File: config.mk
export PLATFORM = sky130hd
export DESIGN_NAME = dma_tag_chain_follower_core
export DESIGN_NICKNAME = d
export VERILOG_FILES = /design/src/hdl/dtcf_pkg.sv /design/src/hdl/dtcf_range_unit.sv /design/src/hdl/dtcf_visit_mem.sv /design/src/hdl/dma_tag_chain_follower_core.sv
export SDC_FILE = /design/constraint.sdc
export NUM_CORES = 2
export LEC_CHECK = 0
export BUFFER_PORTS_ARGS = -buffer_cell sky130_fd_sc_hd__buf_2
export CORE_ASPECT_RATIO = 1.5
export CORE_UTILIZATION = 30
export CTS_BUF_LIST = sky130_fd_sc_hd__clkbuf_4 sky130_fd_sc_hd__clkbuf_8
export CTS_CLUSTER_DIAMETER = 200
export DETAILED_ROUTE_END_ITERATION = 10
export PLACE_DENSITY = 0.48
export RECOVER_POWER = 100
export SLEW_MARGIN = 5
export SYNTH_ARGS = -nofsm -noshare
export SYNTH_HDL_FRONTEND = slang
export SYNTH_SLANG_ARGS = --single-unit
File: constraint.sdc
create_clock -name i_clk -period 11.5 [get_ports i_clk]
set_clock_uncertainty 0.05 [all_clocks]
set_input_delay 1.15 -clock i_clk [delete_from_list [all_inputs] [get_ports i_clk]]
set_output_delay 1.15 -clock i_clk [all_outputs]
set_load 0.05 [all_outputs]
File: src/hdl/dtcf_pkg.sv
// ----------------------------------------------------------------------------
// DMA tag chain follower package
// Shared constants, error codes, tag kinds and the range check result type.
// ----------------------------------------------------------------------------
package dtcf_pkg;

    // Field widths.
    localparam int unsigned OFF_W  = 26;
    localparam int unsigned ADDR_W = 31;
    localparam int unsigned SIZE_W = 20;
    localparam int unsigned SUM_W  = 32;

    // Main memory size in bytes; the usable limit never exceeds it.
    localparam logic [OFF_W-1:0] MAIN_MEM_BYTES = 26'd33554432;

    // Decoded tag kinds.
    localparam logic [2:0] KIND_CNT  = 3'd0;
    localparam logic [2:0] KIND_NEXT = 3'd1;
    localparam logic [2:0] KIND_REF  = 3'd2;
    localparam logic [2:0] KIND_REFS = 3'd3;

    // Error codes reported with each result.
    localparam logic [3:0] ERR_NONE     = 4'd0;
    localparam logic [3:0] ERR_BAD_OFF  = 4'd1;
    localparam logic [3:0] ERR_REVISIT  = 4'd2;
    localparam logic [3:0] ERR_FULL     = 4'd3;
    localparam logic [3:0] ERR_SPR      = 4'd4;
    localparam logic [3:0] ERR_KIND     = 4'd5;
    localparam logic [3:0] ERR_CNT_ADDR = 4'd6;
    localparam logic [3:0] ERR_DATA     = 4'd7;
    localparam logic [3:0] ERR_NEXT     = 4'd8;

    // Configuration register indexes (taken from paddr bit 2).
    localparam logic CFG_MEM_LIMIT = 1'b0;
    localparam logic CFG_START_OFF = 1'b1;

    // Result of the shared range unit.
    typedef struct packed {
        logic [SUM_W-1:0] sum;
        logic             fits;
        logic             aligned;
    } t_range_res;

endpackage

File: src/hdl/dtcf_range_unit.sv
// ----------------------------------------------------------------------------
// Range unit
// Shared add-and-compare unit: base plus length against the memory limit,
// with a 16-byte alignment check of the base.
// ----------------------------------------------------------------------------
module dtcf_range_unit (
    input  logic [dtcf_pkg::ADDR_W-1:0] i_base,
    input  logic [dtcf_pkg::SIZE_W-1:0] i_len,
    input  logic [dtcf_pkg::OFF_W-1:0]  i_limit,
    output dtcf_pkg::t_range_res        o_res
);
    import dtcf_pkg::*;

    logic [SUM_W-1:0] w_sum;

    // One wide add, one compare against the limit.
    always_comb begin
        w_sum         = SUM_W'(i_base) + SUM_W'(i_len);
        o_res.sum     = w_sum;
        o_res.fits    = (w_sum <= SUM_W'(i_limit));
        o_res.aligned = (i_base[3:0] == 4'd0);
    end

endmodule

File: src/hdl/dtcf_visit_mem.sv
// ----------------------------------------------------------------------------
// Visited offset store
// Single write port, single registered read port memory of tag offsets.
// ----------------------------------------------------------------------------
module dtcf_visit_mem #(
    parameter int unsigned DEPTH = 64,
    parameter int unsigned AW    = 6
) (
    input  logic                       i_clk,
    input  logic                       i_wr_en,
    input  logic [AW-1:0]              i_wr_addr,
    input  logic [dtcf_pkg::OFF_W-1:0] i_wr_data,
    input  logic                       i_rd_en,
    input  logic [AW-1:0]              i_rd_addr,
    output logic [dtcf_pkg::OFF_W-1:0] o_rd_data
);
    import dtcf_pkg::*;

    logic [OFF_W-1:0] r_mem [DEPTH];
    logic [OFF_W-1:0] r_rd_data;

    // Write port.
    always_ff @(posedge i_clk) begin
        if (i_wr_en) begin
            r_mem[i_wr_addr] <= i_wr_data;
        end
    end

    // Registered read port.
    always_ff @(posedge i_clk) begin
        if (i_rd_en) begin
            r_rd_data <= r_mem[i_rd_addr];
        end
    end

    assign o_rd_data = r_rd_data;

endmodule

File: src/hdl/dma_tag_chain_follower_core.sv
// ----------------------------------------------------------------------------
// DMA tag chain follower core
// Walks a chain of decoded DMA tags, rejects revisited or malformed tags and
// reports the payload transfer of each accepted tag.
// ----------------------------------------------------------------------------
// Channel   Direction  Handshake                     Payload
// in        sink       i_in_valid / o_in_ready       i_action, i_tag_*, i_vif_word*
// out       source     o_out_valid / i_out_ready     o_ok, o_error_code, offsets, ...
// cfg       APB slave  psel, penable, pwrite, pready paddr, pwdata, prdata
//
// A tag has its offset checked, is scanned against the N offsets already visited,
// one entry per cycle through the store's single registered read port, and then
// is checked for a full store and for its data and next ranges; the shared range
// unit runs three checks in turn. Reset clears the offset, the visit count and the
// output valid. A result waits in the output register while the next transfer is
// taken in; processing stalls only at its end if that result is not taken.
// ----------------------------------------------------------------------------
module dma_tag_chain_follower_core #(
    parameter int unsigned VISIT_DEPTH = 64
) (
    input  logic                        i_clk,
    input  logic                        i_rst_n,
    // Configuration port.
    input  logic                        psel,
    input  logic                        penable,
    input  logic                        pwrite,
    input  logic [2:0]                  paddr,
    input  logic [31:0]                 pwdata,
    output logic [31:0]                 prdata,
    output logic                        pready,
    // Input channel.
    input  logic                        i_in_valid,
    output logic                        o_in_ready,
    input  logic                        i_action,
    input  logic [2:0]                  i_tag_kind,
    input  logic [15:0]                 i_tag_qwc,
    input  logic [dtcf_pkg::ADDR_W-1:0] i_tag_addr,
    input  logic                        i_tag_spr,
    input  logic [31:0]                 i_vif_word0,
    input  logic [31:0]                 i_vif_word1,
    // Output channel.
    output logic                        o_out_valid,
    input  logic                        i_out_ready,
    output logic                        o_ok,
    output logic [3:0]                  o_error_code,
    output logic [dtcf_pkg::OFF_W-1:0]  o_tag_off,
    output logic [dtcf_pkg::OFF_W-1:0]  o_data_off,
    output logic [dtcf_pkg::SIZE_W-1:0] o_byte_count,
    output logic [31:0]                 o_vif_out0,
    output logic [31:0]                 o_vif_out1,
    output logic [dtcf_pkg::OFF_W-1:0]  o_current_offset
);
    import dtcf_pkg::*;

    localparam int unsigned AW = (VISIT_DEPTH > 1) ? $clog2(VISIT_DEPTH) : 1;
    localparam int unsigned CW = $clog2(VISIT_DEPTH + 1);

    typedef enum logic [6:0] {
        S_IDLE     = 7'b0000001,
        S_CHK_OFF  = 7'b0000010,
        S_SCAN     = 7'b0000100,
        S_CHK_FULL = 7'b0001000,
        S_DATA     = 7'b0010000,
        S_NEXT     = 7'b0100000,
        S_DONE     = 7'b1000000
    } t_state;

    // Control state.
    t_state             r_state, n_state;
    logic [OFF_W-1:0]   r_offset, n_offset;
    logic [CW-1:0]      r_count, n_count;
    logic [CW-1:0]      r_idx, n_idx;
    logic [OFF_W-1:0]   r_mem_limit, r_start_off;
    logic               r_out_valid;

    // Working item registers.
    logic               r_action;
    logic [2:0]         r_kind;
    logic [SIZE_W-1:0]  r_size;
    logic [ADDR_W-1:0]  r_addr;
    logic               r_spr;
    logic [31:0]        r_v0, r_v1;
    logic [OFF_W-1:0]   r_tag_off;
    logic [3:0]         r_err, n_err;
    logic [ADDR_W-1:0]  r_data, n_data;
    logic [ADDR_W-1:0]  r_next, n_next;

    // Output registers.
    logic               r_o_ok;
    logic [3:0]         r_o_err;
    logic [OFF_W-1:0]   r_o_tag_off, r_o_data_off, r_o_cur_off;
    logic [SIZE_W-1:0]  r_o_size;
    logic [31:0]        r_o_v0, r_o_v1;

    // Datapath signals.
    logic               w_in_xfer;
    logic               w_out_load;
    logic               w_cfg_wr;
    logic [OFF_W-1:0]   w_limit;
    logic [ADDR_W-1:0]  w_rng_base;
    logic [SIZE_W-1:0]  w_rng_len;
    t_range_res         w_rng;
    logic [CW-1:0]      w_idx_nxt;
    logic               w_rd_en;
    logic [AW-1:0]      w_rd_addr;
    logic               w_wr_en;
    logic [OFF_W-1:0]   w_rd_data;
    logic               w_ok;

    // Handshakes.
    assign o_in_ready  = (r_state == S_IDLE);
    assign w_in_xfer   = i_in_valid && o_in_ready;
    assign w_out_load  = (r_state == S_DONE) && (!r_out_valid || i_out_ready);
    assign o_out_valid = r_out_valid;

    // Configuration registers.
    assign pready   = 1'b1;
    assign w_cfg_wr = psel && penable && pwrite && pready;

    always_ff @(posedge i_clk) begin
        if (!i_rst_n) begin
            r_mem_limit <= MAIN_MEM_BYTES;
            r_start_off <= '0;
        end else if (w_cfg_wr) begin
            case (paddr[2])
                CFG_MEM_LIMIT: r_mem_limit <= pwdata[OFF_W-1:0];
                CFG_START_OFF: r_start_off <= pwdata[OFF_W-1:0];
                default:       r_mem_limit <= r_mem_limit;
            endcase
        end
    end

    always_comb begin
        case (paddr[2])
            CFG_MEM_LIMIT: prdata = 32'(r_mem_limit);
            CFG_START_OFF: prdata = 32'(r_start_off);
            default:       prdata = '0;
        endcase
    end

    // Usable limit, clamped to main memory.
    assign w_limit = (r_mem_limit > MAIN_MEM_BYTES) ? MAIN_MEM_BYTES : r_mem_limit;

    // Operand selection for the shared range unit.
    always_comb begin
        case (r_state)
            S_CHK_OFF: begin
                w_rng_base = ADDR_W'(r_offset);
                w_rng_len  = SIZE_W'(16);
            end
            S_DATA: begin
                w_rng_base = r_data;
                w_rng_len  = r_size;
            end
            default: begin
                w_rng_base = r_next;
                w_rng_len  = '0;
            end
        endcase
    end

    dtcf_range_unit u_range (
        .i_base  (w_rng_base),
        .i_len   (w_rng_len),
        .i_limit (w_limit),
        .o_res   (w_rng)
    );

    // Visited store: read during the scan, written when the offset is recorded.
    assign w_idx_nxt = r_idx + CW'(1);
    assign w_rd_en   = (r_state == S_CHK_OFF) || (r_state == S_SCAN);
    assign w_rd_addr = (r_state == S_SCAN) ? w_idx_nxt[AW-1:0] : '0;
    assign w_wr_en   = (r_state == S_CHK_FULL) && (r_count < CW'(VISIT_DEPTH));

    dtcf_visit_mem #(
        .DEPTH (VISIT_DEPTH),
        .AW    (AW)
    ) u_visit_mem (
        .i_clk     (i_clk),
        .i_wr_en   (w_wr_en),
        .i_wr_addr (r_count[AW-1:0]),
        .i_wr_data (r_offset),
        .i_rd_en   (w_rd_en),
        .i_rd_addr (w_rd_addr),
        .o_rd_data (w_rd_data)
    );

    // Sequencer.
    always_comb begin
        n_state  = r_state;
        n_offset = r_offset;
        n_count  = r_count;
        n_idx    = r_idx;
        n_err    = r_err;
        n_data   = r_data;
        n_next   = r_next;
        case (r_state)
            S_IDLE: begin
                if (w_in_xfer) begin
                    n_err = ERR_NONE;
                    if (!i_action) begin
                        n_offset = r_start_off;
                        n_count  = '0;
                        n_state  = S_DONE;
                    end else begin
                        n_state = S_CHK_OFF;
                    end
                end
            end
            S_CHK_OFF: begin
                // Offset plus one tag must fit and be aligned.
                n_data = w_rng.sum[ADDR_W-1:0];
                n_idx  = '0;
                if (!w_rng.fits || !w_rng.aligned) begin
                    n_err   = ERR_BAD_OFF;
                    n_state = S_DONE;
                end else if (r_count == '0) begin
                    n_state = S_CHK_FULL;
                end else begin
                    n_state = S_SCAN;
                end
            end
            S_SCAN: begin
                // One stored offset compared per cycle.
                if (w_rd_data == r_offset) begin
                    n_err   = ERR_REVISIT;
                    n_state = S_DONE;
                end else if (w_idx_nxt == r_count) begin
                    n_state = S_CHK_FULL;
                end else begin
                    n_idx = w_idx_nxt;
                end
            end
            S_CHK_FULL: begin
                if (r_count >= CW'(VISIT_DEPTH)) begin
                    n_err   = ERR_FULL;
                    n_state = S_DONE;
                end else begin
                    // Offset is recorded, and the tag fields are checked in the same state.
                    n_count = r_count + CW'(1);
                    if (r_spr) begin
                        n_err   = ERR_SPR;
                        n_state = S_DONE;
                    end else if (r_kind[2]) begin
                        n_err   = ERR_KIND;
                        n_state = S_DONE;
                    end else if (r_kind == KIND_CNT && r_addr != '0) begin
                        n_err   = ERR_CNT_ADDR;
                        n_state = S_DONE;
                    end else begin
                        // r_data holds offset plus 16 here.
                        case (r_kind)
                            KIND_NEXT: n_next = r_addr;
                            KIND_REF, KIND_REFS: begin
                                n_data = r_addr;
                                n_next = r_data;
                            end
                            default:   n_next = r_data;
                        endcase
                        n_state = S_DATA;
                    end
                end
            end
            S_DATA: begin
                // Payload range; a CNT tag's next offset is the payload end.
                if (r_kind == KIND_CNT) begin
                    n_next = w_rng.sum[ADDR_W-1:0];
                end
                if (!w_rng.fits) begin
                    n_err   = ERR_DATA;
                    n_state = S_DONE;
                end else begin
                    n_state = S_NEXT;
                end
            end
            S_NEXT: begin
                if (!w_rng.fits || !w_rng.aligned) begin
                    n_err = ERR_NEXT;
                end else begin
                    n_offset = r_next[OFF_W-1:0];
                end
                n_state = S_DONE;
            end
            S_DONE: begin
                if (w_out_load) begin
                    n_state = S_IDLE;
                end
            end
            default: n_state = S_IDLE;
        endcase
    end

    // Control registers.
    always_ff @(posedge i_clk) begin
        if (!i_rst_n) begin
            r_state     <= S_IDLE;
            r_offset    <= '0;
            r_count     <= '0;
            r_out_valid <= 1'b0;
        end else begin
            r_state  <= n_state;
            r_offset <= n_offset;
            r_count  <= n_count;
            if (w_out_load) begin
                r_out_valid <= 1'b1;
            end else if (i_out_ready) begin
                r_out_valid <= 1'b0;
            end
        end
    end

    // Working registers of the current transfer.
    always_ff @(posedge i_clk) begin
        r_idx  <= n_idx;
        r_err  <= n_err;
        r_data <= n_data;
        r_next <= n_next;
        if (w_in_xfer) begin
            r_action  <= i_action;
            r_kind    <= i_tag_kind;
            r_size    <= {i_tag_qwc, 4'd0};
            r_addr    <= i_tag_addr;
            r_spr     <= i_tag_spr;
            r_v0      <= i_vif_word0;
            r_v1      <= i_vif_word1;
            r_tag_off <= r_offset;
        end
    end

    // Output register: payload fields are zero unless the tag was followed.
    assign w_ok = r_action && (r_err == ERR_NONE);

    always_ff @(posedge i_clk) begin
        if (w_out_load) begin
            r_o_ok       <= w_ok;
            r_o_err      <= r_err;
            r_o_tag_off  <= r_action ? r_tag_off : '0;
            r_o_data_off <= w_ok ? r_data[OFF_W-1:0] : '0;
            r_o_size     <= w_ok ? r_size : '0;
            r_o_v0       <= w_ok ? r_v0 : '0;
            r_o_v1       <= w_ok ? r_v1 : '0;
            r_o_cur_off  <= r_offset;
        end
    end

    assign o_ok             = r_o_ok;
    assign o_error_code     = r_o_err;
    assign o_tag_off        = r_o_tag_off;
    assign o_data_off       = r_o_data_off;
    assign o_byte_count     = r_o_size;
    assign o_vif_out0       = r_o_v0;
    assign o_vif_out1       = r_o_v1;
    assign o_current_offset = r_o_cur_off;

endmodule

==> metrics.txt <==
# TYPE chip_impl_metric gauge
chip_impl_info{name="path_common_cell",value="o21ai_0"} 1
chip_impl_metric{name="synthesis.instances",unit=""} 6086
chip_impl_metric{name="grt_overflow",unit=""} 0
chip_impl_info{name="timing.critical_path.cells",value="or3_1 -> nor4b_1 -> buf_12 -> nand2_4 -> clkinvlp_2 -> clkbuf_1 -> mux2i_1 -> a211oi_1 -> o21ai_0 -> o21ai_0 -> o21ai_0 -> a21oi_1"} 1
chip_impl_info{name="synthDominantAreaCellType",value="edfxtp_1"} 1
chip_impl_metric{name="design.die.area",unit="um^2"} 296000
chip_impl_info{name="cp_slowest_cell",value="clkinvlp_2"} 1
chip_impl_metric{name="dr.first_iter.drc_count",unit=""} 4479
chip_impl_metric{name="wire_per_inst",unit="um"} 27.5
chip_impl_metric{name="p_switching",unit="mW"} 3.46
chip_impl_metric{name="worst_slack",unit="ns"} 1.82
chip_impl_metric{name="reg2regPathDepth",unit=""} 12
chip_impl_metric{name="cp_max_fo",unit=""} 121
chip_impl_metric{name="power.share.combinational",unit="%"} 2.3
chip_impl_metric{name="worst-r2r-setup-slack",unit="ns"} 1.82
chip_impl_metric{name="finalWirelength",unit="mm"} 292
chip_impl_metric{name="number_of_placed_instances_with_taps_included",unit=""} 10000
chip_impl_info{name="holdCritPathClass",value="in2reg"} 1
chip_impl_metric{name="final.period_utilization",unit="%"} 84.2
chip_impl_metric{name="max-clock-path-buffers",unit=""} 4
chip_impl_metric{name="timing.hold.worst_path_depth",unit=""} 1
chip_impl_metric{name="crit_arrival",unit="ns"} 10.24
chip_impl_metric{name="via_count",unit=""} 55100
chip_impl_metric{name="drt-pass1-iter-count",unit=""} 7
chip_impl_metric{name="antenna_violating_nets_post_route",unit=""} 0
chip_impl_metric{name="timing_limited_maximum_frequency",unit="MHz"} 103
chip_impl_metric{name="max_stage_delay",unit="ns"} 2.57
chip_impl_metric{name="dp_worst_setup_slack",unit="ns"} 3.95
chip_impl_metric{name="share_of_layout_cells_above_drive_strength_1",unit="%"} 12.7
chip_impl_metric{name="timing.setup.tns",unit="ns"} 0
chip_impl_metric{name="io_buffer_count",unit=""} 340
chip_impl_metric{name="cts_repair_resize_count",unit=""} 0
chip_impl_metric{name="worst_slew_pin_slew",unit="ns"} 4.54
chip_impl_info{name="reg2reg_from",value="r_state[4]"} 1
chip_impl_info{name="critPathCaptureType",value="flip-flop"} 1
chip_impl_metric{name="synth.top_cell.area_share",unit="%"} 70.5
chip_impl_metric{name="mapped_avg_cell_area",unit="um^2"} 14.5
chip_impl_metric{name="drv.max_cap_violation_count",unit=""} 111
chip_impl_metric{name="yosysUniqueCellTypes",unit=""} 76
chip_impl_info{name="clock-root-buffer",value="clkbuf_8"} 1
chip_impl_metric{name="clock_sinks",unit=""} 2161
chip_impl_metric{name="timing_max_transition_violations_final",unit=""} 4209
chip_impl_info{name="ys_top_cells_by_area",value="edfxtp_1 (70%), a211oi_1 (3.3%), mux2i_1 (3.2%)"} 1
chip_impl_metric{name="pwr_density_cell",unit="nW/um^2"} 155
chip_impl_metric{name="die_x",unit="um"} 444
chip_impl_metric{name="yosys_register_bits",unit=""} 2161
chip_impl_info{name="ys.flop_type",value="edfxtp_1"} 1
chip_impl_metric{name="rows",unit=""} 243
chip_impl_info{name="critPathLaunch",value="r_state[4]"} 1
chip_impl_metric{name="ioPinCount",unit=""} 360
chip_impl_metric{name="timing.critical_path.required",unit="ns"} 12.06
chip_impl_metric{name="final.min_clock_period",unit="ns"} 9.68
chip_impl_metric{name="report.final.hold_viol_count",unit=""} 0
chip_impl_info{name="worst-setup-path-type",value="reg2reg"} 1
chip_impl_info{name="sink_of_the_worst_hold_path",value="r_v1[28]"} 1
chip_impl_metric{name="groute.usage.overall",unit="%"} 19.2
chip_impl_metric{name="switching_power_as_a_share_of_total_power",unit="%"} 22.2
chip_impl_metric{name="h-tree-depth",unit=""} 5
chip_impl_metric{name="cts_hold_repair.buffers",unit=""} 0
chip_impl_metric{name="post-cts-setup-buffer-count",unit=""} 0
chip_impl_metric{name="relSlewSlack",unit="%"} -203
chip_impl_info{name="tritoncts_clock_tree",value="done"} 1
chip_impl_info{name="most_frequent_standard_cell_in_the_layout_excluding_fill_and_tap_cells",value="edfxtp_1"} 1
chip_impl_metric{name="cellInternalPower",unit="mW"} 12.1
chip_impl_metric{name="ys_async_sr_fraction",unit="%"} 0
chip_impl_metric{name="synth_enable_flop_cells",unit=""} 2068
chip_impl_metric{name="vias_per_cell",unit=""} 5.19
chip_impl_metric{name="power.share.clock",unit="%"} 40.8
chip_impl_metric{name="synth_area",unit="um^2"} 88100
chip_impl_metric{name="power_leakage",unit="nW"} 32.3
chip_impl_metric{name="area.growth.synth_to_final",unit="%"} 13.8
chip_impl_metric{name="placed_area",unit="um^2"} 94800
chip_impl_info{name="setup.worst_path.start_class",value="flip-flop"} 1
chip_impl_info{name="hold_path_startpoint",value="i_vif_word1[28]"} 1
chip_impl_metric{name="synth-seq-area-share",unit="%"} 72.6
chip_impl_info{name="run_status",value="complete, but fails checks"} 1
chip_impl_info{name="violated_checks",value="capacitance limit, slew limit"} 1
chip_impl_metric{name="max-vdd-ir-drop",unit="mV"} 0.111
chip_impl_metric{name="post-route-drc-count",unit=""} 0
chip_impl_metric{name="finalWeightedCongestion",unit=""} 0.843
chip_impl_metric{name="first_pass_grt_wire_length",unit="mm"} 413
chip_impl_metric{name="floorplan.initialDensity",unit="%"} 30.2
chip_impl_metric{name="report.final.setup_viol",unit=""} 0
chip_impl_metric{name="antenna_found_initial",unit=""} 17
chip_impl_metric{name="design.core.area",unit="um^2"} 292000
chip_impl_metric{name="numCtsBuffers",unit=""} 324
chip_impl_metric{name="instances_no_fill",unit=""} 10600
chip_impl_info{name="mostFrequentLayoutCells",value="edfxtp_1 (2,068), nand2_1 (597), a211oi_1 (385), a21oi_1 (370), clkbuf_8 (339)"} 1
chip_impl_metric{name="die_height",unit="um"} 666
chip_impl_metric{name="fin_nets",unit=""} 6645
chip_impl_metric{name="grt_pass1_vias",unit=""} 56000
chip_impl_metric{name="fin_area",unit="um^2"} 100000
chip_impl_metric{name="share_seq_of_total_power",unit="%"} 56.9
chip_impl_metric{name="cts.clk_slew.worst_paths",unit="ns"} 0.07
chip_impl_metric{name="synth.yosys.warnings",unit=""} 0
chip_impl_metric{name="hpwl_dp",unit="mm"} 165
chip_impl_metric{name="clock_latency",unit="ns"} 0.98
chip_impl_info{name="setup_repair_after_global_routing_missed_its_margin",value="false"} 1
chip_impl_metric{name="grt_max_degree",unit=""} 158
chip_impl_info{name="critical_path.reg2reg.endpoint",value="u_visit_mem.o_rd_data[11]"} 1
[per-stage QoR]
stage	utilization, %	hold slack [ns]	total power, mW
floorplan	-	0.377	9.13
global placement	32.5	0.417	9.36
detailed placement	32.5	0.425	9.37
CTS	34.6	0.210	15.7
global route	34.3	0.264	16.1
finish	34.3	0.307	15.6
[critical path, delay by kind of cell (launching register included)]
family / cells / cell delay [ns]
AO/OA/AOI/OAI: 5 / 1.84
buffers and inverters: 3 / 4.70
multiplexers: 1 / 0.32
AND/OR/NAND/NOR: 3 / 1.87
flip-flops: 1 / 0.43
[cell families (layout without fill, tap and decap cells)]
logic type / Yosys count / in the layout / share of synthesized area [%]
AOI/OAI and AO/OA: 1475 / 1475 / 11.4
DFF: 2161 / 2161 / 72.6
xor gates and xnor gates: 68 / 68 / 0.676
muxes: 336 / 336 / 3.90
adders and majority gates: 46 / 46 / 0.662
and+or+nand+nor: 1478 / 1478 / 8.46
buffers and inverters: 520 / 1111 / 2.33
other: 2 / 20 / 0.00852
[worst max path at each step]
stage,endpoint,slack [ns],cells past startpoint
detailed placement,r_offset[17],3.95,26
floorplan,o_byte_count[10],2.31,2
global route,u_visit_mem.o_rd_data[11],1.64,12
global placement,r_offset[7],3.98,26
finish,u_visit_mem.o_rd_data[11],1.82,12
CTS,r_offset[18],3.89,26
[area by class of cell]
class,instances,area [um^2]
diodes,9,22.5
clock buffers,438,5410
clock inverters,133,912
fillers,28600,192000
inverters,28,108
multi-input cells,3414,22300
flip-flops and latches,2161,64000
well taps,3920,4900
repair buffers,512,2620
[synth_stat cells, types with 33 or more instances]
| library cell | number |
|---|---|
| a211oi_1 | 384 |
| a21oi_1 | 370 |
| a221oi_1 | 104 |
| a31oi_1 | 163 |
| and2_1 | 47 |
| and3_1 | 320 |
| buf_2 | 33 |
| clkbuf_1 | 425 |
| dfxtp_1 | 93 |
| edfxtp_1 | 2068 |
| ha_1 | 45 |
| mux2_2 | 55 |
| mux2i_1 | 281 |
| nand2_1 | 599 |
| nand2b_1 | 213 |
| nor2_1 | 109 |
| nor3_1 | 65 |
| o2111ai_1 | 104 |
| o21ai_0 | 144 |
| o311ai_0 | 105 |
| xnor2_1 | 36 |
[registers in the layout, indices dropped and copies added (netlist names), 31 cells and up]
signal / cells
r_v1: 32
r_next: 31
r_data: 31
r_addr: 31
o_vif_out0: 32
o_vif_out1: 32
r_v0: 32
u_visit_mem.r_mem: 1664
[layer usage]
metal,routed length [um],track usage (%),vias to the layer above
met2,151000,34.5,1829
met3,16300,3.53,508
met5,56,0,-
met1,109000,21.5,28200
li1,-,-,24500
met4,16600,9.96,8
[power groups by stage]
stage                     Sequential [mW]  Clock [mW]  Combinational (mW)
after floorplan                      8.98           0               0.154
after global placement               9.00           0               0.365
after detailed placement             9.00           0               0.369
after CTS                            8.83        6.52               0.370
after global routing                 8.86        6.82               0.383
final                                8.86        6.36               0.357
(Power assumes the default switching activity.)
